### config.mk
export PLATFORM = sky130hd
export DESIGN_NAME = ecef_ae_ctrl
export DESIGN_NICKNAME = d
export VERILOG_FILES = /design/src/hdl/ecef_ae_ctrl.sv
export SDC_FILE = /design/constraint.sdc
export NUM_CORES = 1
export LEC_CHECK = 0
export ABC_AREA = 0
export BUFFER_PORTS_ARGS = -buffer_cell sky130_fd_sc_hd__clkbuf_2
export CORE_AREA = 10 10 85 87
export CTS_CLUSTER_SIZE = 8
export DETAILED_ROUTE_END_ITERATION = 10
export DIE_AREA = 0 0 95 97
export PLACE_DENSITY = 0.83
export RECOVER_POWER = 50
export SLEW_MARGIN = 10
export SYNTH_ARGS = -nofsm -noshare
export SYNTH_HDL_FRONTEND = slang
export SYNTH_SLANG_ARGS = --single-unit
### constraint.sdc
create_clock -name clock -period 2.9 [get_ports clock]
set_input_delay 0.29 -clock clock [delete_from_list [all_inputs] [get_ports clock]]
set_output_delay 0.29 -clock clock [all_outputs]
set_load 0.02 [all_outputs]
### src/hdl/ecef_ae_ctrl.sv
// Valid bits and per-stage load enables of the pipeline.
`default_nettype none
module ecef_ae_ctrl #(
   parameter int DEPTH = 64
) (
   input  wire logic             clock,
   input  wire logic             reset,
   input  wire logic             in_valid,
   output logic                  in_ready,
   output logic                  out_valid,
   input  wire logic             out_ready,
   output logic [DEPTH-1:0]      en
);

   logic [DEPTH-1:0] v_ff;

   // a stage loads when the output is taken or when it or any stage after it is empty
   for (genvar i = 0; i < DEPTH; i++) begin : g_en
      assign en[i] = out_ready | ~(&v_ff[DEPTH-1:i]);
   end

   always_ff @(posedge clock) begin
      if (reset) begin
         v_ff <= '0;
      end else begin
         if (en[0]) begin
            v_ff[0] <= in_valid;
         end
         for (int i = 1; i < DEPTH; i++) begin
            if (en[i]) begin
               v_ff[i] <= v_ff[i-1];
            end
         end
      end
   end

   assign in_ready  = en[0];
   assign out_valid = v_ff[DEPTH-1];

`ifndef SYNTHESIS
   a_count: assert property (@(posedge clock) disable iff (reset)
      1'b1 |=> $countones(v_ff) == $past($countones(v_ff))
               + int'($past(in_valid && in_ready)) - int'($past(out_valid && out_ready)))
      else $error("item count in pipeline not conserved");
   a_full_stall: assert property (@(posedge clock) disable iff (reset)
      (&v_ff && !out_ready) |-> !in_ready)
      else $error("item taken while pipeline full and stalled");
   a_tail_free: assert property (@(posedge clock) disable iff (reset)
      !v_ff[DEPTH-1] |-> (in_ready && (&en)))
      else $error("stage held while output stage empty");
`endif

endmodule
`default_nettype wire

# Word-level counts from Yosys, hierarchy flattened
# Cells that the tools add are included.
# op_classes
add_sub_neg	0
n_mul	0
div	0
n_lt_le_gt_ge	0
n_eq_ne	0
shift	0
mux	0
bitwise	128
n_reduce_logical	63
# ops
op	n
$not 1->1	64
$or 1x1->1	64
$reduce_and 64->1	1
$reduce_and 63->1	1
$reduce_and 62->1	1
$reduce_and 61->1	1
$reduce_and 60->1	1
$reduce_and 59->1	1
$reduce_and 58->1	1
$reduce_and 57->1	1
$reduce_and 56->1	1
$reduce_and 55->1	1
$reduce_and 54->1	1
$reduce_and 53->1	1
$reduce_and 52->1	1
$reduce_and 51->1	1
$reduce_and 50->1	1
$reduce_and 49->1	1
$reduce_and 48->1	1
$reduce_and 47->1	1
$reduce_and 46->1	1
$reduce_and 45->1	1
$reduce_and 44->1	1
$reduce_and 43->1	1
41 further kinds	41
# totals
regBits	64
latch_bits	0
ramBits	0
rom_bits	0
in_bits	4
memories	0

# Logic depth before layout (Yosys ltp)
# depth
word_depth	3
depth_mapped	7
mapped_depth_nobuf	7

# Least setup slack after synthesis
# Ideal clock, no wire load.
# synth_timing
kind	register to output
startpoint	reg v_ff[38]
endpoint	out en[0]
t_arrival_ns	2.008
required_ns	2.610
slack_ns	0.602
path_stages_with_launch	6
path_buffers	1
path_cell_list	dfxtp_1 -> nand4_1 -> nor4_1 -> and4_1 -> nand4_1 -> buf_4
# synth_between
elab_chain_cells	3
# synth_lines
item	line	rtl
from (decl)	15	logic [DEPTH-1:0] v_ff;
from (signal, indexed assignment)	31	v_ff[i] <= v_ff[i-1];
$reduce_and 64->1	19	assign en[i] = out_ready | ~(&v_ff[DEPTH-1:i]);
$not 1->1	19	
$or 1x1->1	19	
to (decl)	12	output logic [DEPTH-1:0] en
# Every way passes these cells.

# Final worst setup path
# layout_timing
startpoint	reg v_ff[38]
endpoint	out en[2]
# layout_between
elab_chain_cells	3
# layout_lines
item	line
$reduce_and 62->1	19
$not 1->1	19
$or 1x1->1	19
# Every way passes these cells.

==> impl_metrics.env <==
export IMPL_status="finished with violations"
export IMPL_failed_checks="max-capacitance violations, max-slew violations"
export IMPL_groute_usage_overall_pct=19.6
export IMPL_met3_capacity_usage_during_global_routing_pct=4.86
export IMPL_registers_top_by_ff_count="v_ff"
export IMPL_ff_latch_area_sq_um=1280
export IMPL_hold_wc_startpoint="in_valid"
export IMPL_transition_time_at_the_pin_with_the_least_slew_margin_ps=1600
export IMPL_io_pins=70
export IMPL_clockBufferDepth=2
export IMPL_timing_critical_path_arrival_ps=2490
export IMPL_final_layout_size_suffix_gt1_share_pct=20.9
export IMPL_synth_top_flop_cell="dfxtp_1"
export IMPL_timing_max_transition_violations_final=40
export IMPL_number_of_nets_produced_by_synthesis=396
export IMPL_max_slew_margin_pct=-6.81
export IMPL_power_mw=1.73
export IMPL_syn_avg_cell_area_sq_um=8.02
export IMPL_cts_repair_resized=0
export IMPL_grt_first_pass_wirelength_mm=14.8
export IMPL_timing_final_crit_share_pct=95.8
export IMPL_synthesized_area_sq_um=3150
export IMPL_postRouteAntennaNets=0
export IMPL_drt_wirelength_per_cell_microns=16.7
export IMPL_yosys_top_cells_area="dfxtp_1 41%, nand4_1 7.6%, a21oi_1 5.9%"
export IMPL_clk_latency_ps=340
export IMPL_globalRouteMet2Util_pct=29.9
export IMPL_cts_tree="done"
export IMPL_r2r_worst_path_cells=5
export IMPL_cts_root_buf="clkbuf_8"
export IMPL_worst_hold_path_type="input pin to flip-flop"
export IMPL_chipWidth_microns=95
export IMPL_yosysMostFrequentCell="dfxtp_1"
export IMPL_final_core_utilization_pct=68.6
export IMPL_worst_clock_skew_ps=12.9
export IMPL_grt_most_used_layer="met2"
export IMPL_number_of_nets_in_the_layout=467
export IMPL_worstHoldPathCells=3
export IMPL_critical_path_reg2reg_endpoint="v_ff[1]"
export IMPL_worstHoldEndpoint="v_ff[0]"
export IMPL_clkSinkCount=64
export IMPL_setup_repair_after_global_routing_missed_its_margin="no"
export IMPL_insertedDiodeCount=0
export IMPL_synthToLayoutAreaGrowth_pct=19.3
export IMPL_power_density_cell_area_nw_per_um2=462
export IMPL_tns_ps=0
export IMPL_most_area_hungry_cell_type_in_the_yosys_netlist="dfxtp_1"
export IMPL_path_clk_slew_ps=80
export IMPL_ir_drop_worst_case_vdd_uv=373
export IMPL_grt_max_degree=40
export IMPL_top_regs="v_ff x64"
export IMPL_vertical_die_dimension_microns=97
export IMPL_cts_buffers=9
export IMPL_ctsHtreeMaxLevel=3
export IMPL_timing_worst_setup_path_type="flip-flop to primary output"
export IMPL_p_leak_nw=1.28
export IMPL_critical_path_peak_fanout=7
export IMPL_drt_iter0_drc=269
export IMPL_ffs_w_async_s_r_synth_pct=0
export IMPL_final_setup_violation_count=0
export IMPL_place_gp_congestion=0.952
export IMPL_nFillCells=481
export IMPL_netlist_area_leader_share_pct=40.7
export IMPL_rrSetupSlack_ps=800
export IMPL_yosys_top_cells_count="64 x dfxtp_1, 44 x inv_1, 38 x nand4_1, 37 x a21oi_1, 33 x nor2_1"
export IMPL_num_vias=3236
export IMPL_vias_per_cell=5.99
export IMPL_start_util_pct=57.5
export IMPL_rows=27
export IMPL_drcViolationCount=0
export IMPL_drt_first_pass_iters=7
export IMPL_critPathRequiredTime_ps=2610
export IMPL_cts_repair_timing_setup_buffer_count=0
export IMPL_cts_hold_buf=0
export IMPL_worst_r2r_startpoint="v_ff[38]"
export IMPL_die_area_sq_um=9220
export IMPL_syn_instance_count=392
export IMPL_grt_overflow_total=0
export IMPL_synth_seq_area_share_pct=40.7
export IMPL_buffer_ports_inserted=69
export IMPL_synth_warnings=0
export IMPL_max_cap_viol_count=1
export IMPL_dp_hpwl_mm=6.55
export IMPL_worst_setup_ep_type="primary output"
export IMPL_core_sq_um=5470
export IMPL_layout_min_cycle_time_ps=2780
export IMPL_first_global_vias=3049
export IMPL_post_synth_edffs=0
export IMPL_finalHoldViolCount=0
export IMPL_setup_worst_path_start_class="flip-flop"
export IMPL_antenna_found_initial=0
export IMPL_multi_input_area_sq_um=1600
export IMPL_gr_usage_met1_pct=25.6
export IMPL_synth_seq_cells=64
export IMPL_yosysUniqueCellTypes=41
export IMPL_largest_reg_flops=64
export IMPL_fmaxAchievable_mhz=360
export IMPL_final_routed_wirelength_across_all_metal_layers_mm=9.01
-- layout make-up --
cell class | count | share of cell area [%]
inverter | 46 | 4.60
sequential | 64 | 34.1
clock inverter | 2 | 0.934
tap | 72 | 2.40
multi-input combinational | 264 | 42.6
timing repair buffer | 78 | 10.4
clock buffer | 14 | 4.87
-- power breakdown --
group          leakage, nW  internal (mW)  switching [mW]
sequential           0.516          0.881         0.00166
combinational        0.647        0.00747          0.0184
clock                0.113          0.490           0.335
total                 1.28           1.38           0.355
-- cell usage in the layout (no fill, tap or decap), types with 2 or more instances in the layout --
cell type,synthesis,final
dfxtp_1,64,64
clkbuf_2,0,61
inv_1,44,44
nand4_1,38,38
a21oi_1,37,37
nor2_1,33,33
nand2_1,31,31
nand3_1,20,21
nand2b_1,16,16
clkbuf_8,0,13
and3_1,12,12
clkbuf_1,9,12
o41ai_1,9,9
and4_1,8,8
nor3_1,6,7
o22ai_1,7,7
nor4_1,6,6
buf_4,3,6
or4_1,5,5
o31ai_1,5,5
and2_1,3,3
nor4_4,3,3
or3_1,3,3
inv_2,2,2
nand3b_1,2,2
or2_1,2,2
or2_2,2,2
or2b_1,2,2
-- stage by stage --
step	std cells	hold slack (ps)	area, sq um	worst slack [ps]
5_1_grt	540	164	3750	20.1
6_report	540	164	3750	122
3_3_place_gp	524	438	3570	567
3_5_place_dp	524	436	3570	533
2_1_floorplan	392	401	3150	602
4_1_cts	540	169	3780	160
-- worst max-delay path: stages, from the launching register on --
cell	delay, ps
dfxtp_1	400
nand4_1	350
nor4_4	450
nand3_2	220
or4_4	570
clkbuf_2	170
-- worst max-delay path by stage --
stage	from	end	slack, ps	cells past startpoint
floorplan	v_ff[38]	en[0]	600	5
global placement	v_ff[38]	en[2]	570	5
detailed placement	v_ff[38]	en[2]	530	5
CTS	v_ff[38]	en[2]	160	5
global route	v_ff[38]	en[10]	20	5
finish	v_ff[38]	en[2]	120	5
-- layer usage --
layer  vias up  share of wire, %
li1       1556                 -
met1      1511                43
met2       155                47
met3        14               8.8
met4         0               1.5
met5         -                 0
-- cell families after synthesis --
logic type | share of synthesized area, %
AO/OA/AOI/OAI | 11.8
flip-flops | 40.7
buffers and inverters | 8.11
AND/OR/NAND/NOR | 39.4
Power figures use the tool's default switching activity.
