===== config.mk =====
export PLATFORM = sky130hd
export DESIGN_NAME = ecef_ae_rot
export DESIGN_NICKNAME = d
export VERILOG_FILES = /design/src/hdl/ecef_ae_pkg.sv /design/src/hdl/ecef_ae_rot.sv
export SDC_FILE = /design/constraint.sdc
export NUM_CORES = 2
export LEC_CHECK = 0
export BUFFER_PORTS_ARGS = -buffer_cell sky130_fd_sc_hd__buf_2
export CAP_MARGIN = 15
export CORE_ASPECT_RATIO = 0.8
export CORE_MARGIN = 10
export CORE_UTILIZATION = 52
export CTS_CLUSTER_DIAMETER = 50
export DETAILED_ROUTE_END_ITERATION = 8
export HOLD_SLACK_MARGIN = 0.1
export MAX_ROUTING_LAYER = met4
export PLACE_DENSITY = 0.78
export SYNTH_ARGS = -nofsm -noshare
export SYNTH_HDL_FRONTEND = slang
export SYNTH_SLANG_ARGS = --single-unit

===== constraint.sdc =====
create_clock -name clock -period 5 [get_ports clock]
set_input_delay 0.75 -clock clock [delete_from_list [all_inputs] [get_ports clock]]
set_output_delay 0.75 -clock clock [all_outputs]
set_load 0.1 [all_outputs]

===== src/hdl/ecef_ae_pkg.sv =====
// Shared constants, tables and helpers for the ECEF to azimuth/elevation pipeline.
`default_nettype none
package ecef_ae_pkg;

   localparam int ANGLE_BITS_DEF     = 16;
   localparam int TRIG_FRAC_BITS_DEF = 18;

   // register indexes of the configuration port
   localparam int CSR_IDX_W  = 3;
   localparam int CSR_DATA_W = 24;
   localparam logic [CSR_IDX_W-1:0] CSR_RCV_X   = 3'd0;
   localparam logic [CSR_IDX_W-1:0] CSR_RCV_Y   = 3'd1;
   localparam logic [CSR_IDX_W-1:0] CSR_RCV_Z   = 3'd2;
   localparam logic [CSR_IDX_W-1:0] CSR_RCV_LAT = 3'd3;
   localparam logic [CSR_IDX_W-1:0] CSR_RCV_LON = 3'd4;

   localparam int RCV_W   = 24;
   localparam int SAT_W   = 26;
   localparam int ANG_W   = 16;
   localparam int DIFF_W  = 27;   // satellite minus receiver
   localparam int NEU_W   = 33;   // north/east/up, 4 fraction bits of a metre
   localparam int NEU_FRAC = 4;
   localparam int VEC_W   = NEU_W + 1;
   localparam int TURN_W  = 32;   // internal angle, binary fraction of a turn

   localparam longint GAIN_Q31 = 64'd1304065748;
   localparam int     GAIN_W   = 24;
   localparam logic [GAIN_W-1:0] GAIN_Q24 = 24'd10187563;

   localparam logic [TURN_W-1:0] ATAN_TURN [32] = '{
      32'd536870912, 32'd316933406, 32'd167458907, 32'd85004756, 32'd42667331,
      32'd21354465,  32'd10679838,  32'd5340245,   32'd2670163,  32'd1335087,
      32'd667544,    32'd333772,    32'd166886,    32'd83443,    32'd41722,
      32'd20861,     32'd10430,     32'd5215,      32'd2608,     32'd1304,
      32'd652,       32'd326,       32'd163,       32'd81,       32'd41,
      32'd20,        32'd10,        32'd5,         32'd3,        32'd1,
      32'd1,         32'd0
   };

   // start value of the rotation CORDIC: inverse gain rounded to f fraction bits
   function automatic logic [31:0] cordic_x0(int f);
      longint g;
      g = (GAIN_Q31 + (longint'(1) << (30 - f))) >>> (31 - f);
      return 32'(g);
   endfunction

endpackage
`default_nettype wire


===== src/hdl/ecef_ae_rot.sv =====
// Pipelined rotation CORDIC: sine and cosine of a 16-bit turn angle.
`default_nettype none
module ecef_ae_rot #(
   parameter int TRIG_FRAC_BITS = ecef_ae_pkg::TRIG_FRAC_BITS_DEF
) (
   input  wire logic                              clock,
   input  wire logic [TRIG_FRAC_BITS+1:0]         en,
   input  wire logic [ecef_ae_pkg::ANG_W-1:0]     angle,
   output logic signed [TRIG_FRAC_BITS+1:0]       sin_out,
   output logic signed [TRIG_FRAC_BITS+1:0]       cos_out
);
   import ecef_ae_pkg::*;

   localparam int F  = TRIG_FRAC_BITS;
   localparam int TW = F + 2;
   localparam int ZW = TURN_W + 1;
   localparam logic signed [TW-1:0] X0 = TW'(cordic_x0(F));

   logic signed [TW-1:0] x_ff [F+1];
   logic signed [TW-1:0] y_ff [F+1];
   logic signed [ZW-1:0] z_ff [F+1];
   logic                 flip_ff [F+1];
   logic [TURN_W-1:0]    ph_in;
   logic                 flip_in;

   // fold the left half-plane onto the right one and negate at the end
   always_comb begin
      ph_in   = {angle, {(TURN_W-ANG_W){1'b0}}};
      flip_in = ph_in[TURN_W-1] ^ ph_in[TURN_W-2];
      if (flip_in) begin
         ph_in[TURN_W-1] = ~ph_in[TURN_W-1];
      end
   end

   always_ff @(posedge clock) begin
      if (en[0]) begin
         x_ff[0]    <= X0;
         y_ff[0]    <= '0;
         z_ff[0]    <= {ph_in[TURN_W-1], ph_in};
         flip_ff[0] <= flip_in;
      end
   end

   for (genvar k = 0; k < F; k++) begin : g_step
      localparam logic signed [ZW-1:0] A_K = {1'b0, ATAN_TURN[k]};
      logic signed [TW-1:0] xs, ys;
      assign xs = x_ff[k] >>> k;
      assign ys = y_ff[k] >>> k;
      always_ff @(posedge clock) begin
         if (en[k+1]) begin
            if (z_ff[k] >= 0) begin
               x_ff[k+1] <= x_ff[k] - ys;
               y_ff[k+1] <= y_ff[k] + xs;
               z_ff[k+1] <= z_ff[k] - A_K;
            end else begin
               x_ff[k+1] <= x_ff[k] + ys;
               y_ff[k+1] <= y_ff[k] - xs;
               z_ff[k+1] <= z_ff[k] + A_K;
            end
            flip_ff[k+1] <= flip_ff[k];
         end
      end
   end

   always_ff @(posedge clock) begin
      if (en[F+1]) begin
         cos_out <= flip_ff[F] ? -x_ff[F] : x_ff[F];
         sin_out <= flip_ff[F] ? -y_ff[F] : y_ff[F];
      end
   end

endmodule
`default_nettype wire


Word level (Yosys, flattened, before mapping). Memories as Yosys holds them, arrays and structs flattened. Index checks and enable logic that the tools add are counted.

Register bits after elaboration: 40. Bits in writable memories: 1406. Word-level logic and storage cells: 392. Memories kept: 4.

Memories: z_ff (depth 19, bits a word 33, rd ports 18, clocked after Yosys merged registers in 0, wr ports 19, line ecef_ae_rot.sv:21) `logic signed [ZW-1:0] z_ff [F+1];`; x_ff (depth 19, bits a word 20, rd ports 19, clocked after Yosys merged registers in 0, wr ports 19, line ecef_ae_rot.sv:19) `logic signed [TW-1:0] x_ff [F+1];`; y_ff (depth 19, bits a word 20, rd ports 19, clocked after Yosys merged registers in 0, wr ports 19, line ecef_ae_rot.sv:20) `logic signed [TW-1:0] y_ff [F+1];`; flip_ff (depth 19, bits a word 1, rd ports 19, clocked after Yosys merged registers in 0, wr ports 19, line ecef_ae_rot.sv:22) `logic flip_ff [F+1];`.

Add/subtract/negate cells: 109. Order comparisons: 18. Multiplexer cells: 203. Bitwise logic cells: 56.

Operators with widths (count): $mux 20 (38); $ge 33x1->1 const B (18); $mux 33 (18); $mux 1 (147); $or 1x1->1 (54); $add 20x10->20 (2); $add 20x11->20 (2); $add 20x12->20 (2); $add 20x13->20 (2); $add 20x14->20 (2); $add 20x15->20 (2); $add 20x16->20 (2); $add 20x17->20 (2); $add 20x18->20 (2); $add 20x19->20 (2); $add 20x3->20 (2); $add 20x4->20 (2); $add 20x5->20 (2); $add 20x6->20 (2); $add 20x7->20 (2); $add 20x8->20 (2); $add 20x9->20 (2); $neg 20->20 (2); $sub 20x10->20 (2); 56 further kinds (73).

Depth between registers and ports, before layout. An unclocked memory read counts as a cell.

Depth in word-level cells: 6. Gate-level depth with buffers: 18. Gate-level depth less buffers: 18.

Worst setup path before layout. No wires, ideal clock.

Path kind: input to register. Start point: in en[17]. End point: mem x_ff[17][19] (netlist bit), data pin. Library setup time: 0.260 ns. Arrival: 4.606 ns. Data required time: 4.740 ns. Setup slack: 0.134 ns. Stages on the path: 16. Path buffers: 2. Cell sequence: nand2_1 > clkbuf_1 > clkbuf_1 > o21ai_0 > ha_1 > a21o_1 > a21oi_1 > o21bai_1 > a21oi_1 > a211oi_1 > o31a_1 > a41o_1 > o41a_1 > a21o_1 > a21oi_1 > xnor2_1.

RTL lines: start, declared (line ecef_ae_rot.sv:7) `input wire logic [TRIG_FRAC_BITS+1:0] en,`; end, declared (line ecef_ae_rot.sv:19).

==> metrics.csv <==
stage;metric;value;unit
status;status;finished clean;
synthesis;synth_area_per_cell;10.15;um^2
final_layout;post-route-util;57.43;%
min_path;min_path_cells;1;
clock_tree;cts_buffer_depth;3;
synthesis;synth_warnings;0;
sta;hold_viol_final;0;
synthesis;synth_cell_types;88;
clock_tree;post_cts_buffers;0;
synthesis;syn_area;93250;um^2
setup_path;critPathLaunch;z_ff[7][32];
clock_tree;clock-sinks;1227;
global_routing;antenna_found_initial;3;
setup_path;worstReg2RegStart;z_ff[7][32];
final_layout;final_cell_mix;edfxtp_1, ha_1, xnor2_1;
floorplanning;die_area;196800;um^2
setup_path;timing.critical_path.to_type;register;
final_layout;multiInputGateArea;54280;um^2
setup_path;start_kind;register;
placement;place_congestion;0.9351;
sta;clock_skew;0.02782;ns
sta;setup_violations;0;
clock_tree;cts_tree;done;
sta;worst_pin_slew;1.069;ns
global_routing;overflow;0;
final_layout;area_growth;9.428;%
setup_path;endpoint;x_ff[8][16];
min_path;min_path_type;in2reg;
synthesis;synth_edf_count;1227;
clock_tree;htreeDepth;4;
final_layout;final_common_cell;edfxtp_1;
final_layout;seqCellArea;36850;um^2
final_layout;final_nets;10650;
drt;vias;69710;
sta;slew_violations;0;
setup_path;rr_endpoint;x_ff[8][16];
clock_tree;root_buffer;clkbuf_16;
global_routing;grt_pass1_vias;67460;
floorplanning;core_area;177700;um^2
floorplanning;rows;138;
setup_path;cp_num_buf_inv;1;
global_routing;grt_pass1_wl;351600;um
sta;grt_setup_unrepaired;false;
setup_path;rrSetupSlack;0.47;ns
global_routing;grt_use_total;21.95;%
setup_path;required;5.52;ns
drt;dr.pass1.iters;6;
clock_tree;cts_buffers;149;
drt;drtIter0Drc;5684;
drt;wirelength;214600;um
setup_path;slowest_delay;0.57;ns
placement;io_buffers;76;
synthesis;yosysSeqAreaShare;39.51;%
sta;finalCritPeriodShare;90.64;%
final_layout;drive_gt1_share;5.414;%
setup_path;cp_slowest_cell;a2111oi_1;
synthesis;synth_cells;9184;
final_layout;nFillCells;14730;
floorplanning;io_pins;77;
synthesis;ys_async_sr_fraction;0;%
drt;drc;0;
sta;finalSetupTns;0;ns
setup_path;crit_path_cell_trace;nand2_1 > inv_1 > nor2_1 > xor2_1 > ha_1 > a21o_1 > a21oi_1 > o21bai_1 > a21oi_1 > o21bai_1 > a211o_1 > a2111oi_1 > nor3_1 > o31a_1 > o31a_1;
drt;ant_nets;0;
placement;hpwl;168300;um
setup_path;cp.depth;15;
drt;routed_via_density;5.852;
sta;slew_headroom;28.73;%
flow_run;drv_cap;0;
setup_path;crit_arrival;5.05;ns
synthesis;synth-main-ff-cell;edfxtp_1;
global_routing;grt_max_degree;75;
setup_path;critical_path.top_delay_family;compound AO/OA/AOI/OAI gates;
setup_path;rr_worst_depth;15;
floorplanning;initial_utilization;52.49;%
clock_tree;clk_pin_slew;0.06;ns
setup_path;critPathKind;reg2reg;
synthesis;synth-seq-cells;1227;
sta;hold_ws;0.1603;ns
drt;wl_per_cell;18.01;um
floorplanning;die_h;398.8;um
sta;period_needed;4.532;ns
setup_path;worstPathMaxFanout;5;
sta;timing.fmax;0.2207;GHz
synthesis;syn_nets;10430;
floorplanning;die_x;493.5;um
clock_tree;insertion_delay;0.78;ns
[cells in the mapped netlist (31+ instances only)]
| library cell | instances | area share, % |
|---|---|---|
| a211oi_1 | 50 | 0.40 |
| a21boi_0 | 51 | 0.41 |
| a21o_1 | 393 | 3.2 |
| a21oi_1 | 890 | 4.8 |
| a31oi_1 | 88 | 0.59 |
| and2_1 | 40 | 0.27 |
| and3_1 | 69 | 0.46 |
| clkbuf_1 | 104 | 0.42 |
| edfxtp_1 | 1227 | 40 |
| fa_1 | 48 | 1.0 |
| ha_1 | 1160 | 16 |
| inv_1 | 449 | 1.8 |
| mux2i_1 | 37 | 0.40 |
| nand2_1 | 525 | 2.1 |
| nand2b_1 | 164 | 1.1 |
| nand3_1 | 180 | 0.97 |
| nand4_1 | 52 | 0.35 |
| nor2_1 | 683 | 2.7 |
| nor2b_1 | 157 | 1.1 |
| nor3_1 | 224 | 1.2 |
| nor4_1 | 34 | 0.23 |
| o211ai_1 | 39 | 0.31 |
| o21a_1 | 125 | 1.0 |
| o21ai_0 | 445 | 2.4 |
| o21bai_1 | 144 | 1.2 |
| o31ai_1 | 89 | 0.72 |
| o41ai_1 | 31 | 0.29 |
| or2_2 | 36 | 0.24 |
| or3_1 | 69 | 0.46 |
| xnor2_1 | 901 | 8.5 |
| xor2_1 | 337 | 3.2 |
[logic make-up after synthesis]
logic type,Yosys count,share of synthesized area (%)
adders and majority gates,1208,16.59
AOI/OAI and AO/OA,2588,17.57
and+or+nand+nor,2298,11.77
buffers and inverters,568,2.294
other,1,0.004021
xor gates and xnor gates,1238,11.63
muxes,56,0.6266
DFF,1227,39.51
[sequential cells by signal, indices dropped and copies added, names as in the netlist]
| name | cells |
|---|---|
| z_ff | 501 |
| sin_out | 20 |
| cos_out | 20 |
| flip_ff | 19 |
| y_ff | 339 |
| x_ff | 328 |
[timing repair]
item,CTS,global route
resized for setup,0,3
endpoints found under the setup margin,0,2
hold buffers,11,0
endpoints found under the hold margin,11,0
[routing by layer]
| layer | track usage [%] | part of all wire (%) | wire, um |
|---|---|---|---|
| met1 | 31.48 | 49 | 104300 |
| met2 | 32.73 | 43 | 91980 |
| met3 | 3.570 | 6.6 | 14100 |
| met4 | 4.717 | 2.0 | 4213 |
| met5 | - | 0 | 0 |
[through the flow]
step	cell area [um^2]	setup slack (ns)	cells
2_1_floorplan	93250	0.1343	9184
3_3_place_gp	96990	0.1817	11620
3_5_place_dp	96990	0.1837	11620
4_1_cts	102000	0.3455	11910
5_1_grt	102000	0.07230	11910
6_report	102000	0.4681	11910
[worst reg2reg max path, stage by stage (launching register included)]
cell       delay (ns)
edfxtp_1         0.47
nand2_1          0.30
inv_1            0.18
nor2_1           0.15
xor2_1           0.17
ha_1             0.28
a21o_1           0.19
a21oi_1          0.23
o21bai_1         0.09
a21oi_1          0.44
o21bai_1         0.16
a211o_1          0.34
a2111oi_1        0.57
nor3_1           0.17
o31a_1           0.32
o31a_1           0.23
[final cells by class]
class	count	area share [%]
well taps	2380	2.918
diodes	2	0.004905
multi-input cells	7389	53.19
inverters	454	1.670
repair buffers	186	1.305
clock inverters	101	0.9748
flip-flops and latches	1227	36.11
clock buffers	173	3.826
[how the worst min path moves through the flow]
stage	from	to	slack (ns)
floorplan	flip_ff[9]	flip_ff[10]	0.40
global placement	flip_ff[0]	flip_ff[1]	0.40
detailed placement	flip_ff[7]	flip_ff[8]	0.41
CTS	angle[10]	z_ff[0][26]	0.10
global route	angle[10]	z_ff[0][26]	0.12
finish	angle[10]	z_ff[0][26]	0.16
Power is not shown: default switching activity piles up to over one toggle a cycle in this logic, so the estimate is an artifact.
